<file path="src/design/pvc_pkg.sv">
`timescale 1ns / 1ps
`default_nettype none

package pvc_pkg;

  // Field and register widths.
  localparam int unsigned ValW   = 32;
  localparam int unsigned GainW  = 16;
  localparam int unsigned PackW  = 48;
  localparam int unsigned DtW    = 16;
  localparam int unsigned LimW   = 31;
  localparam int unsigned NumIn  = 11;
  localparam int unsigned NumOut = 4;
  localparam int unsigned InW    = NumIn * ValW;
  localparam int unsigned OutW   = NumOut * ValW;
  localparam int unsigned IdxW   = 3;

  // Register indexes on the configuration port.
  localparam logic [IdxW-1:0] RegPosP   = 3'd0;
  localparam logic [IdxW-1:0] RegPosI   = 3'd1;
  localparam logic [IdxW-1:0] RegPosD   = 3'd2;
  localparam logic [IdxW-1:0] RegYawP   = 3'd3;
  localparam logic [IdxW-1:0] RegYawD   = 3'd4;
  localparam logic [IdxW-1:0] RegTick   = 3'd5;
  localparam logic [IdxW-1:0] RegIntLim = 3'd6;

  // Reset values of the registers that do not reset to zero.
  localparam logic [DtW-1:0]  TickReset   = 16'd655;
  localparam logic [LimW-1:0] IntLimReset = 31'd327680;

  typedef struct packed {
    logic start;
    logic ack;
  } lane_ctrl_t;

  typedef struct packed {
    logic                   done;
    logic signed [ValW-1:0] result;
  } lane_stat_t;

  typedef struct packed {
    logic signed [GainW-1:0] kp;
    logic signed [GainW-1:0] ki;
    logic signed [GainW-1:0] kd;
    logic [DtW-1:0]          dt;
    logic [LimW-1:0]         lim;
  } lane_cfg_t;

  // Saturate a wide signed value to 32 bits.
  function automatic logic signed [ValW-1:0] sat32(input logic signed [43:0] v);
    logic signed [ValW-1:0] r;
    if (v > 44'sd2147483647) begin
      r = 32'sh7fffffff;
    end else if (v < -44'sd2147483648) begin
      r = 32'sh80000000;
    end else begin
      r = v[ValW-1:0];
    end
    return r;
  endfunction

endpackage

`default_nettype wire

</file>
<file path="src/design/pvc_merge.sv">
`timescale 1ns / 1ps
`default_nettype none

module pvc_merge (
  input  wire logic                  clk_i,
  input  wire logic                  rst_ni,
  input  wire pvc_pkg::lane_stat_t   stat_x_i,
  input  wire pvc_pkg::lane_stat_t   stat_y_i,
  input  wire pvc_pkg::lane_stat_t   stat_z_i,
  input  wire pvc_pkg::lane_stat_t   stat_yaw_i,
  output logic                       ack_o,
  output logic                       m_axis_tvalid,
  input  wire logic                  m_axis_tready,
  output logic [pvc_pkg::OutW-1:0]   m_axis_tdata
);

  logic                     vld_q;
  logic [pvc_pkg::OutW-1:0] data_q;
  logic                     all_done;

  assign all_done = stat_x_i.done & stat_y_i.done & stat_z_i.done & stat_yaw_i.done;
  assign ack_o    = all_done & (~vld_q | m_axis_tready);

  always_ff @(posedge clk_i or negedge rst_ni) begin
    if (!rst_ni) begin
      vld_q <= 1'b0;
    end else if (ack_o) begin
      vld_q <= 1'b1;
    end else if (m_axis_tready) begin
      vld_q <= 1'b0;
    end
  end

  always_ff @(posedge clk_i) begin
    if (ack_o) begin
      data_q <= {stat_yaw_i.result, stat_z_i.result, stat_y_i.result, stat_x_i.result};
    end
  end

  assign m_axis_tvalid = vld_q;
  assign m_axis_tdata  = data_q;

endmodule

`default_nettype wire

</file>
<file path="config.mk">
export PLATFORM = sky130hd
export DESIGN_NAME = pvc_merge
export DESIGN_NICKNAME = d
export VERILOG_FILES = /design/src/design/pvc_pkg.sv /design/src/design/pvc_merge.sv
export SDC_FILE = /design/constraint.sdc
export NUM_CORES = 1
export LEC_CHECK = 0
export ABC_AREA = 1
export ABC_CLOCK_PERIOD_IN_PS = 9900
export BUFFER_PORTS_ARGS = -buffer_cell sky130_fd_sc_hd__clkbuf_2
export CORE_AREA = 5 5 102 104
export CTS_BUF_LIST = sky130_fd_sc_hd__clkbuf_4
export CTS_CLUSTER_SIZE = 25
export DETAILED_ROUTE_END_ITERATION = 12
export DIE_AREA = 0 0 107 109
export PLACE_DENSITY = 0.78
export SYNTH_ARGS = -nofsm -noshare
export SYNTH_HDL_FRONTEND = slang
export SYNTH_SLANG_ARGS = --single-unit
export TNS_END_PERCENT = 10
</file>
<file path="constraint.sdc">
create_clock -name clk_i -period 9.9 [get_ports clk_i]
set_input_delay 1.98 -clock clk_i [delete_from_list [all_inputs] [get_ports clk_i]]
set_output_delay 1.98 -clock clk_i [all_outputs]
set_load 0.01 [all_outputs]
</file>
# Yosys cells after proc, flatten, opt, wreduce, memory -nomap -nowiden
# Cells that the tools add are included.
dict set report totals {
  ff_bits 129
  input_bits 135
  output_inout_bits 130
  wordCells 11
}
dict set report op_classes {
  muxes 2
  bitwise 6
  reduce_logical 1
}
# cell n
set ops {}
lappend ops {{1-bit AND} 4}
lappend ops {{1-bit two-way mux} 2}
lappend ops {{2-bit nonzero test} 1}
lappend ops {{1-bit NOT} 1}
lappend ops {{1-bit bitwise OR} 1}

# Logic depth before layout (Yosys ltp)
dict set report logic_depth {
  depth_word 5
  mapped_depth 4
  mapped_depth_nobuf 4
}

# Worst setup path after synthesis
# No wires, ideal clock.
dict set report synth_timing {
  path_kind {input-to-output}
  startpoint {input port stat_z_i[32] (netlist name)}
  endpoint {output port ack_o}
  t_arrival_ns 7.588
  required_ns 7.920
  path_slack_ns 0.332
  stages 4
  n_path_buf 0
  cell_sequence {nand2_1 -> inv_1 -> nand2_1 -> nor2_1}
}
dict set report synth_between {
  elab_chain_cells 3
}
# element line
set synth_lines {}
lappend synth_lines {{from (decl)} pvc_merge.sv:9} ;# input wire pvc_pkg::lane_stat_t stat_z_i,
lappend synth_lines {{1-bit AND (2 in a row)} pvc_merge.sv:21} ;# assign all_done = stat_x_i.done & stat_y_i.done & stat_z_i.done & stat_yaw_i.done;
lappend synth_lines {{1-bit AND} pvc_merge.sv:22} ;# assign ack_o = all_done & (~vld_q | m_axis_tready);
lappend synth_lines {{to (decl)} pvc_merge.sv:11} ;# output logic ack_o,
# Every way passes these cells.

# Worst setup path after layout
# Same ends and word-level chain as after synthesis.

==> key figures <==
STA
  – RSZ-0062 raised after global routing: false
  – TNS Setup: 0 ns
  – Final clock skew: between 0.009 and 0.01 ns
  – Final worst-path cycle share: 52.7%
  – Max frequency: 192 MHz
  – Slew @ Worst Pin: roughly 0.8 ns
  – Fin crit period: about 5.2 ns
  – Relative slew slack: between 40% and 50%
  – Max-slew violation count: 0
  – Hold Violations, Final: 0
  – Setup violators final: 0

Power
  – Leak: roughly 2.5 nW
  – Cell Pwr Density: between 150 and 200 mW/mm^2
  – Peak supply drop: between 0.09 and 0.1 mV

Clock tree
  – Clock sink count: 129
  – PostCTS Resize Cnt: 0
  – TritonCTS clock tree: yes
  – Hold_buf cts: 0
  – H-tree depth: 4
  – Clock Latency Late Sink: between 0.5 and 0.6 ns
  – # Post-CTS Setup Buffers: 0
  – Max clock buf depth: 2
  – Root Driver: clkbuf_4
  – Total CTS buffers: 17
  – Worst-path clk slew: around 0.1 ns

Drt
  – Initial drt markers: between 80 and 90
  – DRC errors left: 0
  – 1st-pass router iterations: 6
  – DR WL/cell: 17.1 um
  – WL final: between 9000 and 10000 um
  – DR vias/cell: between 4 and 5
  – Antenna-violating nets left: 0
  – Via count: between 2000 and 2500

Logic synthesis
  – Syn_nets: 274
  – Yosys warns: 0
  – Seq/Total Area, Yosys: 99.0%
  – Netlist Area Pre-Place: ~0.0039 mm^2
  – Top-area cell type share of the netlist area: about 98%
  – Number of synthesized register bits: 129
  – Yosys cell types: 6
  – Syn Inst Count: about 140
  – Post-synth top area cell: edfxtp_1
  – Top post-synthesis cells by area: edfxtp_1, dfrtp_1, inv_1
  – Mean post-synth cell area: ~28 um^2

Floorplanning
  – Chip width: 107 um
  – Core area: around 0.0095 mm^2
  – Starting Density: between 40% and 50%
  – Io pins: about 270
  – FP Rows: 36
  – Height of the die: 109 um
  – Die footprint: 0.0117 mm^2

Final layout
  – Commonest non-fill, non-tap cell in the layout: clkbuf_2
  – Util after Layout: around three fifths
  – Nets: approximately 560
  – Synth-to-Final Area Change: 45.5%
  – Antenna diode count: 0
  – Non-Filler Instances: 551
  – FILL cells: 763
  – Most frequent cells in the layout: clkbuf_2, edfxtp_1, clkbuf_4
  – Fraction of layout cells with a size suffix above 1: approximately two thirds

Critical path
  – Max incr delay on CP: ~0.62 ns
  – CP Launch Type: input pin
  – Setup CP Type: in -> out
  – Crit end category: output pin
  – Crit-path cells: clkbuf_2 > nand2_1 > inv_1 > nand2_1 > nor2_4 > buf_4 > clkbuf_2
  – Required time of the critical path: 7.92 ns
  – Worst EP arrival: 3.23 ns
  – Worst path slowest cell: buf_4
  – Worst-path fanout max: 65

Flow run
  – Max_cap viols: 0

Global route
  – Pin count of the biggest net entering global routing: 66
  – Initial antenna violation count: 0
  – First-pass GRT wire length: roughly 13000 um
  – Total track usage: between 10% and 20%
  – Total gr overflow: 0
  – Vias in the first global route: between 2000 and 3000

Placed design
  – PortBufs: roughly 260
  – Hpwl dp: 7410 um
  – Cells after DPL: 519
  – Final Wtd Congestion: ~0.75

Min path
  – Min-delay worst type: reg -> reg

Run status
  – Status: completed
## path summary, 6_finish.rpt
check | startpoint | endpoint | slack [ns] | cells past startpoint
max in group asynchronous | rst_ni | m_axis_tvalid | 8.59 | 1
min in group asynchronous | rst_ni | m_axis_tvalid | 1.23 | 1
worst min-delay path | m_axis_tvalid | m_axis_tvalid | 0.65 | 4
worst max register to register | m_axis_tvalid | m_axis_tdata[109] | 7.45 | 5
worst max-delay path | stat_z_i[32] | ack_o | 4.69 | 7
worst min register to register | m_axis_tvalid | m_axis_tvalid | 0.65 | 4
## through the flow
stage               worst slack [ns]  cell area (um^2)  power [mW]  hold WS, ns
finish                          4.69              5690        1.02        0.646
global route                    4.53              5690        1.06        0.721
CTS                             4.62              5690        1.03        0.653
detailed placement              4.62              5400       0.675        0.637
global placement                4.70              5400       0.672        0.608
floorplan                      0.332              3910       0.639        0.618
## Yosys cell counts
library cell	number
nor2_2	1
nand2_1	4
edfxtp_1	128
dfrtp_1	1
inv_1	4
nor2_1	1
## layout make-up
type	count	area, um^2	share of cell area (%)
clock buffer	20	150	2.64
clock inverter	12	141	2.49
inverter	4	15.0	0.264
multi-input combinational	6	32.5	0.572
sequential	129	3870	68.0
tap	114	143	2.51
timing repair buffer	266	1340	23.5
## registers in the layout (all words and copies together), names as in the netlist
signal	flops
m_axis_tvalid	1
m_axis_tdata	128
## cells by family after synthesis
kind of cell,count (synthesis),synth area share [%]
flops,129,99.0
buf+inv,4,0.384
simple gates,6,0.640
## worst max-delay path: cells and delay by family
kind / cells / cell delay, ns
AND/OR/NAND/NOR: 3 / 0.23
buffers and inverters: 4 / 1.01
## per-layer routing
metal | up-vias | global-route usage [%] | wire length [um]
met2 | 169 | 26.9 | 4820
met4 | 0 | 8.68 | 230
li1 | 1130 | - | -
met5 | - | 0 | 0
met1 | 1122 | 16.9 | 3180
met3 | 16 | 8.29 | 1210
## power breakdown
part | internal, mW | switching (mW) | leakage, nW
clock network | 0.180 | 0.178 | 0.149
registers | 0.612 | 0.00265 | 1.18
logic | 0.0246 | 0.0220 | 1.14
No activity file was read; power rests on OpenSTA's default activity.
