<file path="src/design/pvc_pkg.sv">
`timescale 1ns / 1ps
`default_nettype none

package pvc_pkg;

  // Field and register widths.
  localparam int unsigned ValW   = 32;
  localparam int unsigned GainW  = 16;
  localparam int unsigned PackW  = 48;
  localparam int unsigned DtW    = 16;
  localparam int unsigned LimW   = 31;
  localparam int unsigned NumIn  = 11;
  localparam int unsigned NumOut = 4;
  localparam int unsigned InW    = NumIn * ValW;
  localparam int unsigned OutW   = NumOut * ValW;
  localparam int unsigned IdxW   = 3;

  // Register indexes on the configuration port.
  localparam logic [IdxW-1:0] RegPosP   = 3'd0;
  localparam logic [IdxW-1:0] RegPosI   = 3'd1;
  localparam logic [IdxW-1:0] RegPosD   = 3'd2;
  localparam logic [IdxW-1:0] RegYawP   = 3'd3;
  localparam logic [IdxW-1:0] RegYawD   = 3'd4;
  localparam logic [IdxW-1:0] RegTick   = 3'd5;
  localparam logic [IdxW-1:0] RegIntLim = 3'd6;

  // Reset values of the registers that do not reset to zero.
  localparam logic [DtW-1:0]  TickReset   = 16'd655;
  localparam logic [LimW-1:0] IntLimReset = 31'd327680;

  typedef struct packed {
    logic start;
    logic ack;
  } lane_ctrl_t;

  typedef struct packed {
    logic                   done;
    logic signed [ValW-1:0] result;
  } lane_stat_t;

  typedef struct packed {
    logic signed [GainW-1:0] kp;
    logic signed [GainW-1:0] ki;
    logic signed [GainW-1:0] kd;
    logic [DtW-1:0]          dt;
    logic [LimW-1:0]         lim;
  } lane_cfg_t;

  // Saturate a wide signed value to 32 bits.
  function automatic logic signed [ValW-1:0] sat32(input logic signed [43:0] v);
    logic signed [ValW-1:0] r;
    if (v > 44'sd2147483647) begin
      r = 32'sh7fffffff;
    end else if (v < -44'sd2147483648) begin
      r = 32'sh80000000;
    end else begin
      r = v[ValW-1:0];
    end
    return r;
  endfunction

endpackage

`default_nettype wire

</file>
<file path="src/design/pvc_lane.sv">
`timescale 1ns / 1ps
`default_nettype none

module pvc_lane (
  input  wire logic                        clk_i,
  input  wire logic                        rst_ni,
  input  wire pvc_pkg::lane_ctrl_t         ctrl_i,
  input  wire pvc_pkg::lane_cfg_t          cfg_i,
  input  wire logic signed [31:0]          ref_pos_i,
  input  wire logic signed [31:0]          meas_pos_i,
  input  wire logic signed [31:0]          ref_vel_i,
  output pvc_pkg::lane_stat_t              stat_o
);

  localparam logic [3:0] StIdle = 4'd0;
  localparam logic [3:0] StErr  = 4'd1;
  localparam logic [3:0] StMdt  = 4'd2;
  localparam logic [3:0] StInt  = 4'd3;
  localparam logic [3:0] StMi   = 4'd4;
  localparam logic [3:0] StMd   = 4'd5;
  localparam logic [3:0] StSum  = 4'd6;
  localparam logic [3:0] StOut  = 4'd7;
  localparam logic [3:0] StDone = 4'd8;

  logic [3:0]         state_q, state_d;
  logic signed [31:0] err_q, prev_q, integ_q, res_q;
  logic signed [32:0] diff_q;
  logic signed [49:0] prod_q;
  logic signed [50:0] acc_q;

  logic signed [32:0] mul_a;
  logic signed [16:0] mul_b;
  logic signed [49:0] mul_p;
  logic signed [32:0] pos_diff;
  logic signed [31:0] err_new;
  logic signed [49:0] inc_rnd;
  logic signed [34:0] integ_sum;
  logic signed [34:0] lim_s;
  logic signed [31:0] integ_new;
  logic signed [50:0] acc_rnd;
  logic signed [43:0] cmd_sum;

  // One shared multiplier; the state picks its operands.
  always_comb begin
    case (state_q)
      StMdt: begin
        mul_a = 33'(err_q);
        mul_b = $signed({1'b0, cfg_i.dt});
      end
      StMi: begin
        mul_a = 33'(integ_q);
        mul_b = 17'(cfg_i.ki);
      end
      StMd: begin
        mul_a = diff_q;
        mul_b = 17'(cfg_i.kd);
      end
      default: begin
        mul_a = 33'(err_q);
        mul_b = 17'(cfg_i.kp);
      end
    endcase
  end

  assign mul_p = mul_a * mul_b;

  assign pos_diff = 33'(ref_pos_i) - 33'(meas_pos_i);
  assign err_new  = pvc_pkg::sat32(44'(pos_diff));

  // Integral increment, rounded to nearest with ties upwards, then clamped.
  assign inc_rnd   = prod_q + 50'sd32768;
  assign integ_sum = 35'(integ_q) + 35'($signed(inc_rnd[49:16]));
  assign lim_s     = $signed({4'b0000, cfg_i.lim});

  always_comb begin
    if (integ_sum > lim_s) begin
      integ_new = lim_s[31:0];
    end else if (integ_sum < -lim_s) begin
      integ_new = 32'(-lim_s);
    end else begin
      integ_new = integ_sum[31:0];
    end
  end

  assign acc_rnd = acc_q + 51'sd128;
  assign cmd_sum = 44'($signed(acc_rnd[50:8])) + 44'(ref_vel_i);

  always_comb begin
    state_d = state_q;
    unique case (state_q)
      StIdle: if (ctrl_i.start) state_d = StErr;
      StErr:  state_d = StMdt;
      StMdt:  state_d = StInt;
      StInt:  state_d = StMi;
      StMi:   state_d = StMd;
      StMd:   state_d = StSum;
      StSum:  state_d = StOut;
      StOut:  state_d = StDone;
      StDone: if (ctrl_i.ack) state_d = StIdle;
      default: state_d = StIdle;
    endcase
  end

  always_ff @(posedge clk_i or negedge rst_ni) begin
    if (!rst_ni) begin
      state_q <= StIdle;
      prev_q  <= '0;
      integ_q <= '0;
    end else begin
      state_q <= state_d;
      if (state_q == StInt) begin
        integ_q <= integ_new;
        prev_q  <= err_q;
      end
    end
  end

  always_ff @(posedge clk_i) begin
    case (state_q)
      StErr: err_q <= err_new;
      StMdt: begin
        prod_q <= mul_p;
        diff_q <= 33'(err_q) - 33'(prev_q);
      end
      StInt: prod_q <= mul_p;
      StMi: begin
        acc_q  <= 51'(prod_q);
        prod_q <= mul_p;
      end
      StMd: begin
        acc_q  <= acc_q + 51'(prod_q);
        prod_q <= mul_p;
      end
      StSum: acc_q <= acc_q + 51'(prod_q);
      StOut: res_q <= pvc_pkg::sat32(cmd_sum);
      default: ;
    endcase
  end

  assign stat_o.done   = (state_q == StDone);
  assign stat_o.result = res_q;

endmodule

`default_nettype wire

</file>
<file path="config.mk">
export PLATFORM = sky130hd
export DESIGN_NAME = pvc_lane
export DESIGN_NICKNAME = d
export VERILOG_FILES = /design/src/design/pvc_pkg.sv /design/src/design/pvc_lane.sv
export SDC_FILE = /design/constraint.sdc
export NUM_CORES = 2
export LEC_CHECK = 0
export BUFFER_PORTS_ARGS = -buffer_cell sky130_fd_sc_hd__buf_4
export CAP_MARGIN = 20
export CORE_MARGIN = 8
export CORE_UTILIZATION = 25
export DETAILED_ROUTE_END_ITERATION = 10
export PLACE_DENSITY = 0.48
export SYNTH_ARGS = -nofsm -noshare
export SYNTH_HDL_FRONTEND = slang
export SYNTH_SLANG_ARGS = --single-unit
</file>
<file path="constraint.sdc">
create_clock -name clk_i -period 26.8 [get_ports clk_i]
set_input_delay 2.68 -clock clk_i [delete_from_list [all_inputs] [get_ports clk_i]]
set_output_delay 2.68 -clock clk_i [all_outputs]
set_load 0.05 [all_outputs]
</file>
# Yosys cells after proc, flatten, opt, wreduce, memory -nomap -nowiden
# Cells that the tools add are included.
totals:
  ff_bits: 266
  inputBits: 195
  out_inout_bits: 33
  elab_cells: 48
op_classes:
  addsub: 8
  mul: 1
  order_cmp: 6
  eq_ne: 10
  n_mux: 10
  reduce_logical: 5
op_table:
  columns: ["operator", "count"]
  rows:
  - ["two-way mux 32 bit", 4]
  - ["case mux 51 bit (2 select lines)", 1]
  - ["case mux 33 bit (2 select lines)", 1]
  - ["subtractor 32 x 32 -> 33 bit", 2]
  - ["adder 51 x 50 -> 51 bit", 1]
  - ["adder 51 x 9 -> 51 bit (second input constant)", 1]
  - ["case mux 17 bit (3 select lines)", 1]
  - ["adder 50 x 17 -> 50 bit (second input constant)", 1]
  - ["multiplier 33 x 17 -> 50 bit", 1]
  - ["adder 43 x 32 -> 44 bit", 1]
  - ["> comparator 44 x 32 -> 1 bit (second input constant)", 1]
  - ["less-than comparator 44 x 32 -> 1 bit (second input constant)", 1]
  - ["case mux 4 bit (9 select lines)", 1]
  - ["adder 32 x 34 -> 35 bit", 1]
  - ["> comparator 35 x 32 -> 1 bit", 1]
  - ["less-than comparator 35 bit", 1]
  - ["negation 31 -> 35 bit", 1]
  - ["> comparator 33 x 32 -> 1 bit (second input constant)", 1]
  - ["less-than comparator 33 x 32 -> 1 bit (second input constant)", 1]
  - ["equality test 4 x 3 -> 1 bit (second input constant)", 4]
  - ["equality test 4 x 2 -> 1 bit (second input constant)", 2]
  - ["two-way mux 4 bit", 2]
  - ["equality test 4 x 1 -> 1 bit (second input constant)", 1]
  - ["equality test 4 bit (second input constant)", 1]
  - ["other kinds (6)", 7]

# Logic depth before layout (Yosys ltp)
depth:
  depth_word: 5
  ltp_mapped: 33

# Worst setup path after synthesis
# Ideal clock, no wire load.
synth_timing:
  path_kind: "input -> register"
  startpoint: "input cfg_i[54] (netlist name)"
  endpoint: "register prod_q[42], data pin"
  setup_time_ns: 0.269
  arrival_ns: 9.335
  setup_slack_ns: 17.196
  path_stages: 26
  n_path_buf: 1
  path_cell_list: "mux2i_1 > nor2_1 > a221oi_1 > clkbuf_1 > nor2_1 > fa_1 > inv_1 > fa_1 > fa_1 > inv_1 > ha_1 > fa_1 > inv_1 > fa_1 > inv_1 > ha_1 > a2111o_1 > o21ai_0 > o2111a_1 > nor3_1 > a41o_1 > a31oi_1 > o21ba_2 > o21ai_0 > a2111oi_0 > nor3_1"
synth_between:
  elab_chain_len: 2
synth_lines:
  columns: ["element", "line", "text"]
  rows:
  - ["from (decl)", "pvc_lane.sv:8", "input wire pvc_pkg::lane_cfg_t cfg_i,"]
  - ["case mux 17 bit (3 select lines)", "pvc_lane.sv:45", "case (state_q)"]
  - ["multiplier 33 x 17 -> 50 bit", "pvc_lane.sv:65", "assign mul_p = mul_a * mul_b;"]
  - ["net mul_p[42]", "pvc_lane.sv:33", "logic signed [49:0] mul_p;"]
  - ["to (signal assigned)", "pvc_lane.sv:122", "prod_q <= mul_p;"]
  - ["to (signal assigned)", "pvc_lane.sv:125", "StInt: prod_q <= mul_p;"]
  - ["to (signal assigned)", "pvc_lane.sv:128", "prod_q <= mul_p;"]
  - ["to (decl)", "pvc_lane.sv:28", "logic signed [49:0] prod_q;"]
# The timed path passes the listed nets, and every way through them passes these cells.
# A chain may end at the register's enable or synchronous reset.

# Worst setup path in the final report
layout_timing:
  startpoint: "input cfg_i[62] (netlist name)"
  endpoint: "register prod_q[48], data pin"
# Same word-level chain as after synthesis.

==> flow_metrics.py <==
metrics = {
    "status": {
        "status": "finished clean",
    },
    "synthesis": {
        "synth_ff_type": "edfxtp_1",
        "postSynth.asyncResetShare": 0.256,
        "ys_ff_latch": 266,
        "synth_edf_count": 198,
        "yosysSeqAreaShare": 0.177,
        "synth_top_cell_by_area": "fa_1",
        "synthTopCellsByArea": "fa_1, edfxtp_1, ha_1",
        "synth_cell_type_count": 92,
        "synth_top_area_frac": 0.250,
        "synthesis.area_um2": 43300,
        "syn_nets": 6074,
        "ys_warn_count": 0,
        "synthCells": 4962,
        "syn_area_per_cell_um2": 8.72,
    },
    "global_routing": {
        "grtUsageMet2": 0.259,
        "grt-ovfl-total": 0,
        "antenna_found_initial": 1,
        "use_met1": 0.187,
        "grt.busiest_layer": "met2",
        "grt_max_degree": 100,
        "grt_usage": 0.145,
        "grt_pass1_wl_um": 214000,
        "met3_usage": 0.0146,
        "grt_pass1_vias": 36300,
    },
    "clocking": {
        "clk_pin_slew_ps": 50,
        "clk_latency_ps": 580,
        "ctsLongestPathBuffers": 3,
        "postCtsSetupRepairBufs": 0,
        "ctsHoldBuffers": 0,
        "post_cts_resize_count": 0,
        "clock-sinks": 266,
        "cts_max_level": 2,
        "cts_made_buffers": 38,
        "cts_tree": "done",
        "root_buffer": "clkbuf_16",
    },
    "timing": {
        "fin_crit_ps": 9880,
        "period_share": 0.369,
        "tightest_slew_ps": 1210,
        "slew_violations": 0,
        "setup_viol": 0,
        "fmax_ghz": 0.101,
        "tns_ps": 0,
        "relSlewSlack": 0.191,
        "skew_ps": 30.9,
        "hold_violations": 0,
        "rsz0062_at_grt": "no",
    },
    "final_layout": {
        "finalInstanceArea_um2": 49200,
        "utilization": 0.286,
        "drive_gt1_frac": 0.0905,
        "num-nets-final": 6245,
        "n_fill_cell": 18400,
        "areaGrowthSynthToFinish_pct": 13.6,
    },
    "worst_setup_path": {
        "worstReg2RegEnd": "prod_q[48]",
        "slowest_delay_ps": 540,
        "path_class": "input pin to register",
        "cp_common_cell": "fa_1",
        "cp-start-kind": "input pin",
        "worstSetupPathDepth": 28,
        "critPathTopFamily": "adder cells",
        "path_buf_inv": 8,
        "cp_slowest_cell": "fa_1",
        "r2r-start": "state_q[1]",
        "r2r_setup_slack_ps": 17200,
        "worstPathRequired_ps": 27180,
        "cp_max_fo": 30,
        "worstRegToRegCells": 31,
        "arrival_ps": 10260,
        "crit_end": "prod_q[48]",
        "crit_path_start": "cfg_i[62]",
        "end_kind": "register",
    },
    "drt": {
        "wirelength_um": 139000,
        "drt_iter0_drc": 2074,
        "viasPerCell": 4.67,
        "drc": 0,
        "vias": 34900,
        "ant_nets": 0,
        "wl_per_cell_um": 18.5,
        "dr.pass1.iters": 5,
    },
    "place": {
        "port_buffers": 227,
        "placed_area_um2": 47800,
        "place_congestion": 0.882,
        "dp_hpwl_um": 117000,
    },
    "die": {
        "die_area_um2": 187000,
        "die_width_um": 432,
        "core_um2": 172000,
        "rows": 152,
        "io_pins": 228,
        "initial_core_util": 0.252,
        "die_h_um": 432,
    },
    "run": {
        "drv_cap": 0,
    },
    "hold_path": {
        "holdCritPathClass": "register to register",
    },
}
==> synthesized netlist by cell type (all sizes together) (21+ instances only) <==
master	count
xnor2	226
nor3	49
xor2	95
clkbuf	137
ha	376
inv	758
fa	541
a21o	160
edfxtp	198
o21ai	255
a31oi	35
nor2b	34
mux2i	62
o21a	29
nand4	48
nand3	109
buf	32
dfrtp	68
nand2	581
a21oi	257
o31ai	21
nor2	474
nand2b	48
and3	46
a221oi	22
==> layout make-up <==
cell class	count	area [um2]	share of cell area
tap	2310	2890	0.0588
sequential	266	7650	0.156
multi-input combinational	3766	32200	0.655
clock inverter	25	279	0.00567
inverter	758	2850	0.0579
timing repair buffer	303	2300	0.0468
antenna	2	5.00	0.000102
clock buffer	45	1020	0.0207
==> per-stage QoR <==
step,cells,hold WS (ps),setup WS [ps]
2_1_floorplan,4962,454,17200
3_3_place_gp,7400,471,16330
3_5_place_dp,7401,489,16280
4_1_cts,7471,501,16910
5_1_grt,7473,519,16400
6_report,7475,505,16920
==> logic make-up after synthesis <==
logic type,count (synthesis),share of synthesized area
buffers and inverters,930,0.0839
xor gates and xnor gates,321,0.0650
adders and majority gates,925,0.361
DFF,266,0.177
AOI/OAI and AO/OA,966,0.146
muxes,69,0.0162
and+or+nand+nor,1485,0.151
==> layout by cell type (no fill, tap or decap), types with 34 or more instances in the layout <==
master / instances
nand2_1: 580
xor2_1: 95
dfrtp_1: 67
nand3_1: 109
a21o_1: 160
o21ai_0: 220
nand2b_1: 48
fa_1: 541
a31oi_1: 34
a21oi_1: 250
nor2_1: 470
xnor2_1: 226
mux2i_1: 62
inv_1: 758
and3_1: 44
ha_1: 376
clkbuf_16: 38
edfxtp_1: 198
nor3_1: 48
nor2b_1: 34
buf_4: 301
nand4_1: 48
==> worst min-delay path by stage <==
stage | end | cells past startpoint | from | slack [ps]
floorplan | prev_q[0] | 2 | prev_q[0] | 450
global placement | prev_q[0] | 2 | prev_q[0] | 470
detailed placement | prev_q[0] | 2 | prev_q[0] | 490
CTS | prev_q[0] | 2 | prev_q[0] | 500
global route | prev_q[0] | 2 | prev_q[0] | 520
finish | prev_q[0] | 2 | prev_q[0] | 500
==> worst reg2reg max path, delay by kind of cell (launching register included) <==
| family | cells | cell delay [ps] |
|---|---|---|
| compound gates | 9 | 2140 |
| fa+ha+maj | 7 | 3340 |
| buf+inv | 9 | 1660 |
| flops | 1 | 640 |
| simple gates | 6 | 1610 |
==> state kept, by name (all words and copies together), names as in the netlist <==
register and cells:
acc_q 51, diff_q 33, err_q 32, integ_q 32, prev_q 32, prod_q 50, res_q 32, state_q 4
==> metal layers <==
metal,part of all wire,up-vias
met2,0.49,708
met5,0,-
met3,0.037,193
li1,-,16800
met1,0.44,17200
met4,0.030,0
Power is left out: the tool's default activity adds up to more than one toggle a clock period on the data nets, which glitch-free logic cannot reach.
